**src/rtl/lbf_pkg.sv**
```systemverilog
// shared types and codes for the led blink and flash sequencer
// no dependencies; every other file of the block imports this package
package lbf_pkg;

  localparam int LBF_MAX_STEPS = 16;
  localparam int LBF_TIME_BITS = 16;

  // operation codes of an input item
  localparam logic [1:0] OP_TICK  = 2'd0;
  localparam logic [1:0] OP_LOAD  = 2'd1;
  localparam logic [1:0] OP_START = 2'd2;

  // led modes and running modes
  localparam logic [1:0] MODE_STEADY = 2'd0;
  localparam logic [1:0] MODE_BLINK  = 2'd1;
  localparam logic [1:0] MODE_FLASH  = 2'd2;

  // register indexes on the apb port
  localparam logic [2:0] REG_LED_MODE     = 3'd0;
  localparam logic [2:0] REG_COLOR_RGB    = 3'd1;
  localparam logic [2:0] REG_BLINK_HALF   = 3'd2;
  localparam logic [2:0] REG_STEP_COUNT   = 3'd3;
  localparam logic [2:0] REG_FLASH_REPEAT = 3'd4;

  localparam int APB_ADDR_W = 5;
  localparam int APB_DATA_W = 32;

  typedef struct packed {
    logic [1:0]  operation;
    logic [3:0]  step_index;
    logic [15:0] step_on_ms;
    logic [15:0] step_off_ms;
  } item_t;

  typedef struct packed {
    logic [2:0] led_rgb;
    logic       flash_done;
    logic       sequence_active;
  } result_t;

  typedef struct packed {
    logic [1:0]  led_mode;
    logic [2:0]  color_rgb;
    logic [15:0] blink_half_period;
    logic [4:0]  flash_step_count;
    logic        flash_repeat;
  } cfg_t;

endpackage

```
**src/rtl/lbf_cfg.sv**
```systemverilog
// apb register file of the led sequencer: mode, color, half period, step count, repeat
// depends on lbf_pkg
module lbf_cfg (
  input  logic                           clk,
  input  logic                           rst,
  input  logic                           psel,
  input  logic                           penable,
  input  logic                           pwrite,
  input  logic [lbf_pkg::APB_ADDR_W-1:0] paddr,
  input  logic [lbf_pkg::APB_DATA_W-1:0] pwdata,
  output logic [lbf_pkg::APB_DATA_W-1:0] prdata,
  output logic                           pready,
  output lbf_pkg::cfg_t                  cfg
);
  import lbf_pkg::*;

  logic [2:0] reg_idx;
  logic       wr_en;

  assign reg_idx = paddr[4:2];
  assign pready  = 1'b1;
  assign wr_en   = psel && penable && pwrite && pready;

  always_ff @(posedge clk) begin
    if (rst) begin
      cfg.led_mode          <= MODE_STEADY;
      cfg.color_rgb         <= 3'd0;
      cfg.blink_half_period <= 16'd500;
      cfg.flash_step_count  <= 5'd1;
      cfg.flash_repeat      <= 1'b0;
    end else if (wr_en) begin
      unique case (reg_idx)
        REG_LED_MODE:     cfg.led_mode          <= pwdata[1:0];
        REG_COLOR_RGB:    cfg.color_rgb         <= pwdata[2:0];
        REG_BLINK_HALF:   cfg.blink_half_period <= pwdata[15:0];
        REG_STEP_COUNT:   cfg.flash_step_count  <= pwdata[4:0];
        REG_FLASH_REPEAT: cfg.flash_repeat      <= pwdata[0];
        default: ;
      endcase
    end
  end

  always_comb begin
    unique case (reg_idx)
      REG_LED_MODE:     prdata = {30'd0, cfg.led_mode};
      REG_COLOR_RGB:    prdata = {29'd0, cfg.color_rgb};
      REG_BLINK_HALF:   prdata = {16'd0, cfg.blink_half_period};
      REG_STEP_COUNT:   prdata = {27'd0, cfg.flash_step_count};
      REG_FLASH_REPEAT: prdata = {31'd0, cfg.flash_repeat};
      default:          prdata = '0;
    endcase
  end

endmodule

```
**src/rtl/lbf_steps.sv**
```systemverilog
// flash step storage: on and off durations, one write port, one read address per array
// depends on lbf_pkg
module lbf_steps #(
  parameter int MAX_STEPS = lbf_pkg::LBF_MAX_STEPS,
  parameter int TIME_BITS = lbf_pkg::LBF_TIME_BITS,
  localparam int POS_W    = (MAX_STEPS > 1) ? $clog2(MAX_STEPS) : 1
) (
  input  logic                 clk,
  input  logic                 wr_en,
  input  logic [POS_W-1:0]     wr_addr,
  input  logic [TIME_BITS-1:0] wr_on,
  input  logic [TIME_BITS-1:0] wr_off,
  input  logic [POS_W-1:0]     on_addr,
  input  logic [POS_W-1:0]     off_addr,
  output logic [TIME_BITS-1:0] on_data,
  output logic [TIME_BITS-1:0] off_data
);
  import lbf_pkg::*;

  // no reset: the user must load an entry before it is read; the block does not enforce this
  logic [TIME_BITS-1:0] on_times  [MAX_STEPS];
  logic [TIME_BITS-1:0] off_times [MAX_STEPS];

  always_ff @(posedge clk) begin
    if (wr_en) begin
      on_times[wr_addr]  <= wr_on;
      off_times[wr_addr] <= wr_off;
    end
  end

  assign on_data  = on_times[on_addr];
  assign off_data = off_times[off_addr];

endmodule

```
**src/rtl/lbf_core.sv**
```systemverilog
// sequencer core: input register, one-pass state update, result register
// depends on lbf_pkg; reads the step store through lbf_steps ports
module lbf_core #(
  parameter int MAX_STEPS = lbf_pkg::LBF_MAX_STEPS,
  parameter int TIME_BITS = lbf_pkg::LBF_TIME_BITS,
  localparam int POS_W    = (MAX_STEPS > 1) ? $clog2(MAX_STEPS) : 1
) (
  input  logic                 clk,
  input  logic                 rst,
  input  lbf_pkg::cfg_t        cfg,
  input  logic                 item_valid,
  output logic                 item_stall,
  input  lbf_pkg::item_t       item,
  output logic                 result_valid,
  input  logic                 result_stall,
  output lbf_pkg::result_t     result,
  output logic                 st_wr_en,
  output logic [POS_W-1:0]     st_wr_addr,
  output logic [TIME_BITS-1:0] st_wr_on,
  output logic [TIME_BITS-1:0] st_wr_off,
  output logic [POS_W-1:0]     st_on_addr,
  output logic [POS_W-1:0]     st_off_addr,
  input  logic [TIME_BITS-1:0] st_on_data,
  input  logic [TIME_BITS-1:0] st_off_data
);
  import lbf_pkg::*;

  localparam int PW1 = POS_W + 1;

  // input register
  logic  pend_valid;
  item_t pend;
  logic  adv;
  logic  fire;

  // sequencer state
  logic [POS_W-1:0]     pos, pos_next;
  logic                 lit_phase, lit_phase_next;
  logic [TIME_BITS-1:0] ms_rem, ms_rem_next;
  logic [1:0]           run_mode, run_mode_next;
  logic                 blink_lit, blink_lit_next;
  logic [2:0]           led_drive, led_drive_next;
  logic                 done;

  logic [PW1-1:0]       n_use;
  logic [PW1-1:0]       pos_inc;
  logic                 wrap;
  logic                 walk_end;
  logic                 do_advance;

  assign adv        = !result_valid || !result_stall;
  assign item_stall = pend_valid && !adv;
  assign fire       = pend_valid && adv;

  always_ff @(posedge clk) begin
    if (rst) begin
      pend_valid <= 1'b0;
    end else if (!item_stall) begin
      pend_valid <= item_valid;
    end
  end

  always_ff @(posedge clk) begin
    if (!item_stall && item_valid) begin
      pend <= item;
    end
  end

  // steps in use: zero counts as one, saturates at the store depth
  always_comb begin
    if (cfg.flash_step_count == 5'd0) begin
      n_use = PW1'(1);
    end else if (32'(cfg.flash_step_count) > MAX_STEPS) begin
      n_use = PW1'(MAX_STEPS);
    end else begin
      n_use = PW1'(cfg.flash_step_count);
    end
  end

  assign pos_inc  = PW1'(pos) + PW1'(1);
  assign wrap     = (pos_inc >= n_use) && cfg.flash_repeat;
  assign walk_end = (pos_inc >= n_use) && !cfg.flash_repeat;

  // step store reads: off time of the current step, on time of the step entered
  assign st_off_addr = pos;
  assign st_on_addr  = (pend.operation == OP_START || wrap) ? '0 : pos_inc[POS_W-1:0];

  assign st_wr_en   = fire && (pend.operation == OP_LOAD) && (32'(pend.step_index) < MAX_STEPS);
  assign st_wr_addr = POS_W'(pend.step_index);
  assign st_wr_on   = TIME_BITS'(pend.step_on_ms);
  assign st_wr_off  = TIME_BITS'(pend.step_off_ms);

  always_comb begin
    pos_next       = pos;
    lit_phase_next = lit_phase;
    ms_rem_next    = ms_rem;
    run_mode_next  = run_mode;
    blink_lit_next = blink_lit;
    led_drive_next = led_drive;
    done           = 1'b0;
    do_advance     = 1'b0;
    case (pend.operation)
      OP_TICK: begin
        if (run_mode == MODE_BLINK || run_mode == MODE_FLASH) begin
          if (ms_rem > TIME_BITS'(1)) begin
            ms_rem_next = ms_rem - TIME_BITS'(1);
          end else if (run_mode == MODE_BLINK) begin
            blink_lit_next = !blink_lit;
            led_drive_next = blink_lit ? 3'd0 : cfg.color_rgb;
            ms_rem_next    = TIME_BITS'(cfg.blink_half_period);
          end else begin
            do_advance = 1'b1;
            if (lit_phase) begin
              led_drive_next = 3'd0;
              if (st_off_data != '0) begin
                lit_phase_next = 1'b0;
                ms_rem_next    = st_off_data;
                do_advance     = 1'b0;
              end
            end
          end
        end
        if (do_advance) begin
          if (walk_end) begin
            run_mode_next  = MODE_STEADY;
            led_drive_next = 3'd0;
            lit_phase_next = 1'b0;
            ms_rem_next    = '0;
            pos_next       = pos_inc[POS_W-1:0];
            done           = 1'b1;
          end else begin
            pos_next       = wrap ? '0 : pos_inc[POS_W-1:0];
            lit_phase_next = 1'b1;
            led_drive_next = cfg.color_rgb;
            ms_rem_next    = st_on_data;
          end
        end
      end
      OP_START: begin
        pos_next       = '0;
        lit_phase_next = 1'b0;
        blink_lit_next = 1'b0;
        ms_rem_next    = '0;
        led_drive_next = cfg.color_rgb;
        run_mode_next  = MODE_STEADY;
        if (cfg.led_mode == MODE_BLINK) begin
          run_mode_next  = MODE_BLINK;
          blink_lit_next = 1'b1;
          ms_rem_next    = TIME_BITS'(cfg.blink_half_period);
        end else if (cfg.led_mode == MODE_FLASH) begin
          run_mode_next  = MODE_FLASH;
          lit_phase_next = 1'b1;
          ms_rem_next    = st_on_data;
        end
      end
      default: ;
    endcase
  end

  always_ff @(posedge clk) begin
    if (rst) begin
      pos       <= '0;
      lit_phase <= 1'b0;
      ms_rem    <= '0;
      run_mode  <= MODE_STEADY;
      blink_lit <= 1'b0;
      led_drive <= 3'd0;
    end else if (fire) begin
      pos       <= pos_next;
      lit_phase <= lit_phase_next;
      ms_rem    <= ms_rem_next;
      run_mode  <= run_mode_next;
      blink_lit <= blink_lit_next;
      led_drive <= led_drive_next;
    end
  end

  // result register
  always_ff @(posedge clk) begin
    if (rst) begin
      result_valid <= 1'b0;
    end else if (adv) begin
      result_valid <= pend_valid;
    end
  end

  always_ff @(posedge clk) begin
    if (fire) begin
      result.led_rgb         <= led_drive_next;
      result.flash_done      <= done;
      result.sequence_active <= (run_mode_next == MODE_BLINK) ||
                                (run_mode_next == MODE_FLASH);
    end
  end

`ifndef ASSERT_OFF
  a_done_goes_dark: assert property (@(posedge clk) disable iff (rst)
    result_valid && result.flash_done |-> !result.sequence_active && result.led_rgb == 3'd0)
    else $error("flash done reported with led lit or sequence active");

  a_idle_no_timer: assert property (@(posedge clk) disable iff (rst)
    run_mode != MODE_BLINK && run_mode != MODE_FLASH |-> ms_rem == '0)
    else $error("timer left running while no sequence is active");

  a_gap_is_dark: assert property (@(posedge clk) disable iff (rst)
    run_mode == MODE_FLASH && !lit_phase |-> led_drive == 3'd0)
    else $error("led lit during a flash gap");

  a_accept_lands: assert property (@(posedge clk) disable iff (rst)
    item_valid && !item_stall |=> pend_valid)
    else $error("accepted item missing from input register");
`endif

endmodule

```
**src/rtl/led_blink_flash_sequencer_top.sv**
```systemverilog
// top level of the rgb led blink and flash sequencer
// depends on lbf_pkg, lbf_cfg, lbf_steps and lbf_core
//
// channel   direction  handshake                 payload
// item      in         item_valid / item_stall   lbf_pkg::item_t (operation, step fields)
// result    out        result_valid/result_stall lbf_pkg::result_t (led, done, active)
// apb       in/out     psel penable pwrite pready paddr[4:0], pwdata / prdata 32 bits
//
// one item per cycle while the result is not stalled; each item gives one result, held first in
// the input register and then, after one pass of state update, in the result register
// a stalled result holds the result register; item_stall is high only while the input
// register is full and the result is stalled, so it follows result_stall in the same cycle
// rst is synchronous: clears control state and registers, the step store is not cleared
// the user must write registers only while no item is in flight; the block does not enforce this
module led_blink_flash_sequencer_top #(
  parameter int MAX_STEPS = lbf_pkg::LBF_MAX_STEPS,
  parameter int TIME_BITS = lbf_pkg::LBF_TIME_BITS
) (
  input  logic                           clk,
  input  logic                           rst,
  input  logic                           item_valid,
  output logic                           item_stall,
  input  lbf_pkg::item_t                 item,
  output logic                           result_valid,
  input  logic                           result_stall,
  output lbf_pkg::result_t               result,
  input  logic                           psel,
  input  logic                           penable,
  input  logic                           pwrite,
  input  logic [lbf_pkg::APB_ADDR_W-1:0] paddr,
  input  logic [lbf_pkg::APB_DATA_W-1:0] pwdata,
  output logic [lbf_pkg::APB_DATA_W-1:0] prdata,
  output logic                           pready
);
  import lbf_pkg::*;

  localparam int POS_W = (MAX_STEPS > 1) ? $clog2(MAX_STEPS) : 1;

  cfg_t                 cfg;
  // step store port wires
  logic                 st_wr_en;
  logic [POS_W-1:0]     st_wr_addr;
  logic [TIME_BITS-1:0] st_wr_on;
  logic [TIME_BITS-1:0] st_wr_off;
  logic [POS_W-1:0]     st_on_addr;
  logic [POS_W-1:0]     st_off_addr;
  logic [TIME_BITS-1:0] st_on_data;
  logic [TIME_BITS-1:0] st_off_data;

  // register file, read live by the core
  lbf_cfg u_cfg (
    .clk     (clk),
    .rst     (rst),
    .psel    (psel),
    .penable (penable),
    .pwrite  (pwrite),
    .paddr   (paddr),
    .pwdata  (pwdata),
    .prdata  (prdata),
    .pready  (pready),
    .cfg     (cfg)
  );

  // flash step durations, written by load items
  lbf_steps #(
    .MAX_STEPS (MAX_STEPS),
    .TIME_BITS (TIME_BITS)
  ) u_steps (
    .clk      (clk),
    .wr_en    (st_wr_en),
    .wr_addr  (st_wr_addr),
    .wr_on    (st_wr_on),
    .wr_off   (st_wr_off),
    .on_addr  (st_on_addr),
    .off_addr (st_off_addr),
    .on_data  (st_on_data),
    .off_data (st_off_data)
  );

  // tick, load and start handling with the two pipeline registers
  lbf_core #(
    .MAX_STEPS (MAX_STEPS),
    .TIME_BITS (TIME_BITS)
  ) u_core (
    .clk          (clk),
    .rst          (rst),
    .cfg          (cfg),
    .item_valid   (item_valid),
    .item_stall   (item_stall),
    .item         (item),
    .result_valid (result_valid),
    .result_stall (result_stall),
    .result       (result),
    .st_wr_en     (st_wr_en),
    .st_wr_addr   (st_wr_addr),
    .st_wr_on     (st_wr_on),
    .st_wr_off    (st_wr_off),
    .st_on_addr   (st_on_addr),
    .st_off_addr  (st_off_addr),
    .st_on_data   (st_on_data),
    .st_off_data  (st_off_data)
  );

endmodule

```
**config.mk**
```make
export PLATFORM = sky130hd
export DESIGN_NAME = led_blink_flash_sequencer_top
export DESIGN_NICKNAME = d
export VERILOG_FILES = /design/src/rtl/lbf_pkg.sv /design/src/rtl/lbf_cfg.sv /design/src/rtl/lbf_steps.sv /design/src/rtl/lbf_core.sv /design/src/rtl/led_blink_flash_sequencer_top.sv
export SDC_FILE = /design/constraint.sdc
export NUM_CORES = 1
export LEC_CHECK = 0
export ABC_AREA = 1
export BUFFER_PORTS_ARGS = -buffer_cell sky130_fd_sc_hd__buf_2
export CORE_MARGIN = 2
export CORE_UTILIZATION = 40
export CTS_CLUSTER_DIAMETER = 30
export CTS_CLUSTER_SIZE = 28
export DETAILED_ROUTE_END_ITERATION = 8
export HOLD_SLACK_MARGIN = 0.1
export SYNTH_ARGS = -nofsm -noshare
export SYNTH_HDL_FRONTEND = slang
export SYNTH_HIERARCHICAL = 1
export SYNTH_SLANG_ARGS = --single-unit
```
**constraint.sdc**
```tcl
create_clock -name clk -period 5.7 [get_ports clk]
set_clock_uncertainty 0.05 [all_clocks]
set_input_delay 0.855 -clock clk [delete_from_list [all_inputs] [get_ports clk]]
set_output_delay 0.855 -clock clk [all_outputs]
set_load 0.02 [all_outputs]
```
# After elaboration in Yosys (flattened, before gate mapping)
# Memory sizes are Yosys's and may differ from the RTL's. A register that Yosys moved wholly into a read port is not among the register bits.
# Cells that the tools add are included.
dict set report classes {
  addsub 2
  n_eq_ne 21
  n_reduce_logical 33
  order_cmp 3
  n_mux 56
}
# op count
set op_table {}
lappend op_table {{2-to-1 mux 16 bit} 9}
lappend op_table {{case mux 16 bit (5 select lines)} 1}
lappend op_table {{case mux 16 bit (2 select lines)} 1}
lappend op_table {{2-to-1 mux 4 bit} 6}
lappend op_table {{2-to-1 mux 1 bit} 21}
lappend op_table {{2-to-1 mux 3 bit} 7}
lappend op_table {{greater-than comparator 16 x 1 -> 1 bit, second input constant} 1}
lappend op_table {{nonzero test 16 bit} 1}
lappend op_table {{subtractor 16 x 1 -> 16 bit, second input constant} 1}
lappend op_table {{AND reduction 5 bit} 3}
lappend op_table {{AND reduction 2 bit} 6}
lappend op_table {{2-to-1 mux 5 bit} 2}
lappend op_table {{!= test 5 x 1 -> 1 bit, second input constant} 2}
lappend op_table {{== test 2 x 1 -> 1 bit, second input constant} 4}
lappend op_table {{== test 2 bit, second input constant} 4}
lappend op_table {{logical AND 1 bit} 8}
lappend op_table {{2-to-1 mux 2 bit} 4}
lappend op_table {{case mux 4 bit (2 select lines)} 1}
lappend op_table {{== test 3 x 2 -> 1 bit, second input constant} 2}
lappend op_table {{logical NOT 1 bit} 6}
lappend op_table {{!= test 2 x 1 -> 1 bit, second input constant} 3}
lappend op_table {{!= test 3 bit, second input constant} 2}
lappend op_table {{case mux 3 bit (2 select lines)} 1}
lappend op_table {{adder 4 x 1 -> 5 bit, second input constant} 1}
lappend op_table {{other kinds (14)} 18}
dict set report word_totals {
  wordCells 137
  reg_bits 99
  in_bits 82
  mem_count 2
  output_inout_bits 40
  mem_bits_rw 512
}
# memory depth width read_ports rd_ports_with_merged_regs write_ports line
set memory_table {}
lappend memory_table {u_steps.off_times 16 16 1 1 1 lbf_steps.sv:22} ;# logic [TIME_BITS-1:0] off_times [MAX_STEPS];
lappend memory_table {u_steps.on_times 16 16 1 0 1 lbf_steps.sv:21} ;# logic [TIME_BITS-1:0] on_times [MAX_STEPS];

# Depth between registers and ports, before layout
dict set report logic_depth {
  ltp_word 11
  mapped_depth 28
  depth_no_buf 26
}

# Modules after synthesis
# Netlist, hierarchy kept.
# module cells_each n_inst area_each_um2
set by_module_without_submodules {}
lappend by_module_without_submodules {lbf_steps 2091 1 22054.9}
lappend by_module_without_submodules {lbf_core 634 1 4694.5}
lappend by_module_without_submodules {lbf_cfg 240 1 1534.0}

# Least setup slack after synthesis
# Ideal clock, no wire load.
dict set report synth_timing {
  kind {input -> register}
  start {in result_stall}
  end {mem u_steps/off_times[10][0] in the netlist's numbering, enable pin}
  arrival_ns 2.922
  setup_slack_ns 2.307
  path_stages 5
  cell_sequence {nand2_1 nand2_2 nor3_1 nand3_1 nor2_1}
}
dict set report synth_via {
  elab_chain_len 6
}
# element line
set synth_rtl {}
lappend synth_rtl {{start, declared} led_blink_flash_sequencer_top.sv:25} ;# input logic result_stall,
lappend synth_rtl {{logical NOT 1 bit} lbf_core.sv:51} ;# assign adv = !result_valid || !result_stall;
lappend synth_rtl {{logical OR 1 bit} lbf_core.sv:51}
lappend synth_rtl {{logical AND 1 bit} lbf_core.sv:53} ;# assign fire = pend_valid && adv;
lappend synth_rtl {{logical AND 1 bit} lbf_core.sv:88} ;# assign st_wr_en = fire && (pend.operation == OP_LOAD) && (32'(pend.step_index) < MAX_STEPS);
lappend synth_rtl {{via st_wr_en} led_blink_flash_sequencer_top.sv:41} ;# logic st_wr_en;
lappend synth_rtl {{2-to-1 mux 1 bit} lbf_steps.sv:25} ;# if (wr_en) begin
lappend synth_rtl {{2-to-1 mux 1 bit (not written as such)} lbf_steps.sv:27} ;# off_times[wr_addr] <= wr_off;
lappend synth_rtl {{end, declared} lbf_steps.sv:22}
# The timed path passes the listed nets, and every way through them passes these cells.

# Final worst setup path
dict set report layout_timing {
  start {reg, netlist name u_cfg/cfg[1]}
  end {reg u_core.ms_rem[13]}
}
dict set report layout_via {
  elab_chain_len 11
  elab_cells_between_ends 15
  cone_classes {order compare (2); mux (8); reduce/logical (4); memory (1)}
}
# element line
set layout_rtl {}
lappend layout_rtl {{greater-than comparator 5 bit} lbf_core.sv:73} ;# end else if (32'(cfg.flash_step_count) > MAX_STEPS) begin
lappend layout_rtl {{2-to-1 mux 5 bit} lbf_core.sv:73}
lappend layout_rtl {{2-to-1 mux 5 bit *} lbf_core.sv:71} ;# if (cfg.flash_step_count == 5'd0) begin
lappend layout_rtl {{greater-or-equal comparator 5 bit *} lbf_core.sv:81} ;# assign wrap = (pos_inc >= n_use) && cfg.flash_repeat;
lappend layout_rtl {{logical AND 1 bit *} lbf_core.sv:81}
lappend layout_rtl {{logical OR 1 bit *} lbf_core.sv:86} ;# assign st_on_addr = (pend.operation == OP_START || wrap) ? '0 : pos_inc[POS_W-1:0];
lappend layout_rtl {{2-to-1 mux 4 bit *} lbf_core.sv:86}
lappend layout_rtl {{via st_on_addr[2]} led_blink_flash_sequencer_top.sv:45} ;# logic [POS_W-1:0] st_on_addr;
lappend layout_rtl {{memory read (16 x 16 bit) *} -}
lappend layout_rtl {{via st_on_data[13]} led_blink_flash_sequencer_top.sv:47} ;# logic [TIME_BITS-1:0] st_on_data;
lappend layout_rtl {{2-to-1 mux 16 bit (on tied branches)} {lbf_core.sv:150, lbf_core.sv:124}}
lappend layout_rtl {{2-to-1 mux 16 bit (on tied branches)} {lbf_core.sv:146, lbf_core.sv:123}}
lappend layout_rtl {{case mux 16 bit (2 select lines) *} lbf_core.sv:102} ;# case (pend.operation)
lappend layout_rtl {{end signal, assigned} lbf_core.sv:171} ;# ms_rem <= ms_rem_next;
lappend layout_rtl {{end, declared} lbf_core.sv:39} ;# logic [TIME_BITS-1:0] ms_rem, ms_rem_next;
# The timed path passes the listed nets; every way through them passes the cells marked *.
# A chain may end at the register's enable or synchronous reset.

==> results.toml <==
[sta]
hold_viol = 0
timing.final.max_slew_violations = 0
fmax_ghz = 0.2198
rsz0062_at_grt = "no"
post-route-period-util = 0.7982
worst_pin_slew_ns = 1.126
slew_headroom = 0.2483
min_period_ns = 4.550
tns_ns = 0
finalSetupViolCount = 0

[clocking]
post_cts_resized = 0
cts.sinks = 611
htreeDepth = 3
clkTransAtPathRegs_ns = 0.05
cts.path.max_buffers = 3
cts_hold_buffers = 0
cts-buffers-inserted = 121
clk_latency_ns = 0.66
cts_tree = "built"
cts_setup_buffers = 0
cts-root-buf = "clkbuf_16"

[critical_path]
startpoint = "u_cfg/cfg[1]$_SDFFE_PP1P_"
cp.arrival_ns = 5.09
crit_end = "u_core/ms_rem[13]$_SDFFE_PP0P_"
worst_r2r_path_depth = 24
regToRegEndpoint = "u_core/ms_rem[13]$_SDFFE_PP0P_"
crit_type = "flip-flop to flip-flop"
critPathLaunchType = "flip-flop"
reg2reg_from = "u_cfg/cfg[1]$_SDFFE_PP1P_"
worstPathRequired_ns = 6.25
rrSetupSlack_ns = 1.15
crit_fanout = 28
end_kind = "flip-flop"

[job]
cap_violations = 0

[power_and_ir_drop]
power_density_nw_per_um2 = 387.0
ir_drop_mv = 0.2619
p_leak_uw = 0.01447

[synth]
ys_seq_elements = 611
yosysTopAreaCellShare = 0.5893
ys_seq_area_frac = 0.6289
ys_types = 42
yosysWarnings = 6
synthTopCellsByCount = "nand2_1 (895), edfxtp_1 (555), inv_1 (490)"
synthMostInstantiatedCell = "nand2_1"
synthTopCellsByArea = "edfxtp_1 (59%), nand2_1 (12%), nand3_1 (7.9%)"
synth_area_sq_um = 28280
syn_inst = 2965
synth_edf_count = 555
ys.flop_type = "edfxtp_1"
synthArstFlopShare = 0
synth_largest_area_cell = "edfxtp_1"
avgSynthCellArea_sq_um = 9.539

[detailed_routing]
via_count = 19775
drc = 0
vias_per_cell = 4.824
dr.first_iter.drc_count = 1709
wl_per_cell_microns = 17.43
drt-total-wl_mm = 71.45
detail-route-antenna-nets = 0
first_pass_iters = 5

[die]
num_rows = 97
die_area_sq_um = 72850
start_util = 0.4039
ios = 122
core_sq_um = 70030
chipWidth_microns = 269.9
dieHeight_microns = 269.9

[finish]
area_growth_pct = 18.39
design_area_sq_um = 33480
nNetsFinal = 3151
drive_gt1_frac = 0.1225
diodes = 0

[grt]
grt_util_met2 = 0.3123
met3_usage = 0.04099
grt_busiest_layer = "met2"
grt_pass1_wl_mm = 108.9
antenna_found_initial = 1
gr-usage-met1 = 0.2632
grt_max_degree = 130
track_usage = 0.1944
grt_pass1_vias = 18552
gr-total-overflow = 0

[min_path]
hold_class = "input pin to flip-flop"

[placed_design]
place_hpwl_mm = 40.74
numPortBuffers = 86
place_congestion = 0.9156
postPlaceCellArea_sq_um = 29360

[run_status]
status = "finished clean"
==> placed cells by master, fill, tap and decap left out, drive strengths merged, types with 2 or more instances in the layout <==
cell | synthesis | routed
a32oi | 3 | 3
nand3 | 453 | 453
a21oi | 31 | 31
xor2 | 6 | 6
clkinv | 2 | 55
mux2i | 4 | 4
bufinv | 0 | 20
o21ai | 52 | 52
o211ai | 6 | 6
inv | 498 | 502
nor3 | 2 | 2
clkinvlp | 0 | 9
a22oi | 8 | 8
dfxtp | 56 | 56
nand3b | 2 | 2
clkbuf | 24 | 136
conb | 2 | 17
buf | 152 | 133
nor2 | 175 | 175
nand4 | 14 | 14
edfxtp | 555 | 555
nand2 | 905 | 905
ha | 9 | 9
==> where the power goes <==
group | leakage (uW) | switching, uW | internal [uW]
clock | 0.00199 | 2260 | 4780
sequential | 0.00548 | 77.1 | 4950
combinational | 0.00700 | 638 | 263
total | 0.0145 | 2970 | 9990
==> final cells by class <==
type | instances | area, sq um
Timing Repair Buffer | 133 | 883.3
Clock inverter | 86 | 1016
Fill cell | 6413 | 36540
Sequential cell | 611 | 17790
Multi-Input combinational cell | 1693 | 7630
Tap cell | 940 | 1176
Inverter | 500 | 1882
Clock buffer | 136 | 3105
==> logic make-up after synthesis <==
kind of cell,Yosys count,share of synthesized area
AO/OA/AOI/OAI,101,0.02013
buffers and inverters,676,0.1076
flip-flops,611,0.6289
other,2,0.0002655
multiplexers,4,0.001416
AND/OR/NAND/NOR,1555,0.2356
adder cells (fa/ha/maj),9,0.003981
XOR/XNOR,7,0.002168
==> critical path, stage by stage, from the launching register on <==
cell and delay (ns):
dfxtp_1 0.33, or4_1 0.54, nand2_1 0.11, nand2_1 0.07, ha_1 0.27, nand2_1 0.08, nor2_1 0.05, nand2_1 0.05
nand2_1 0.06, nor2_1 0.10, nor2_1 0.04, nor2_1 0.24, nand2_1 0.08, inv_1 0.69, inv_1 0.31, buf_4 0.39
nand3_1 0.15, nand3_1 0.08, nand2_1 0.30, a22oi_1 0.15, nand2_1 0.10, inv_1 0.04, nand2_1 0.06, nor2_1 0.04
nor2_1 0.09
==> stage by stage <==
stage	util	total power (uW)	hold WS (ns)	setup slack, ns	cells
after global routing	0.4782	13400	0.2941	0.7917	4099
after CTS	0.4782	13050	0.2813	1.204	4099
final	0.4782	12960	0.3167	1.150	4099
after detailed placement	0.4193	5998	0.4152	1.246	3877
after floorplan	-	5741	0.3899	2.307	2980
after global placement	0.4193	5993	0.4131	1.298	3877
==> worst min-delay path by stage <==
stage,start,endpoint,slack (ns),cells after the start
2_1_floorplan,u_core/blink_lit$_SDFFE_PP0P_,u_core/blink_lit$_SDFFE_PP0P_,0.39,2
3_3_place_gp,u_core/blink_lit$_SDFFE_PP0P_,u_core/blink_lit$_SDFFE_PP0P_,0.41,2
3_5_place_dp,u_core/blink_lit$_SDFFE_PP0P_,u_core/blink_lit$_SDFFE_PP0P_,0.42,2
4_1_cts,item[9],u_core/st_wr_off[9]$_DFFE_PP_,0.28,1
5_1_grt,item[31],u_core/st_wr_on[15]$_DFFE_PP_,0.29,1
6_report,item[3],u_core/st_wr_off[3]$_DFFE_PP_,0.32,1
==> routing by layer <==
layer	part of all wire	wire, microns
met4	0.021	1475
met3	0.080	5707
met2	0.46	32980
met1	0.44	31300
met5	0	0
==> state kept, by name, summed over array words and instances, names as in the netlist, 2 cells and up <==
signal / count
u_steps/off_times: 256
u_steps/on_times: 256
u_cfg/cfg: 27
u_core/ms_rem: 16
u_core/st_wr_off: 16
u_core/st_wr_on: 16
u_core/result: 5
u_core/st_off_addr: 4
u_core/st_wr_addr: 4
u_core/led_drive: 3
u_core/pend: 2
u_core/run_mode: 2
Note: power is estimated with default switching activity, not from simulation.
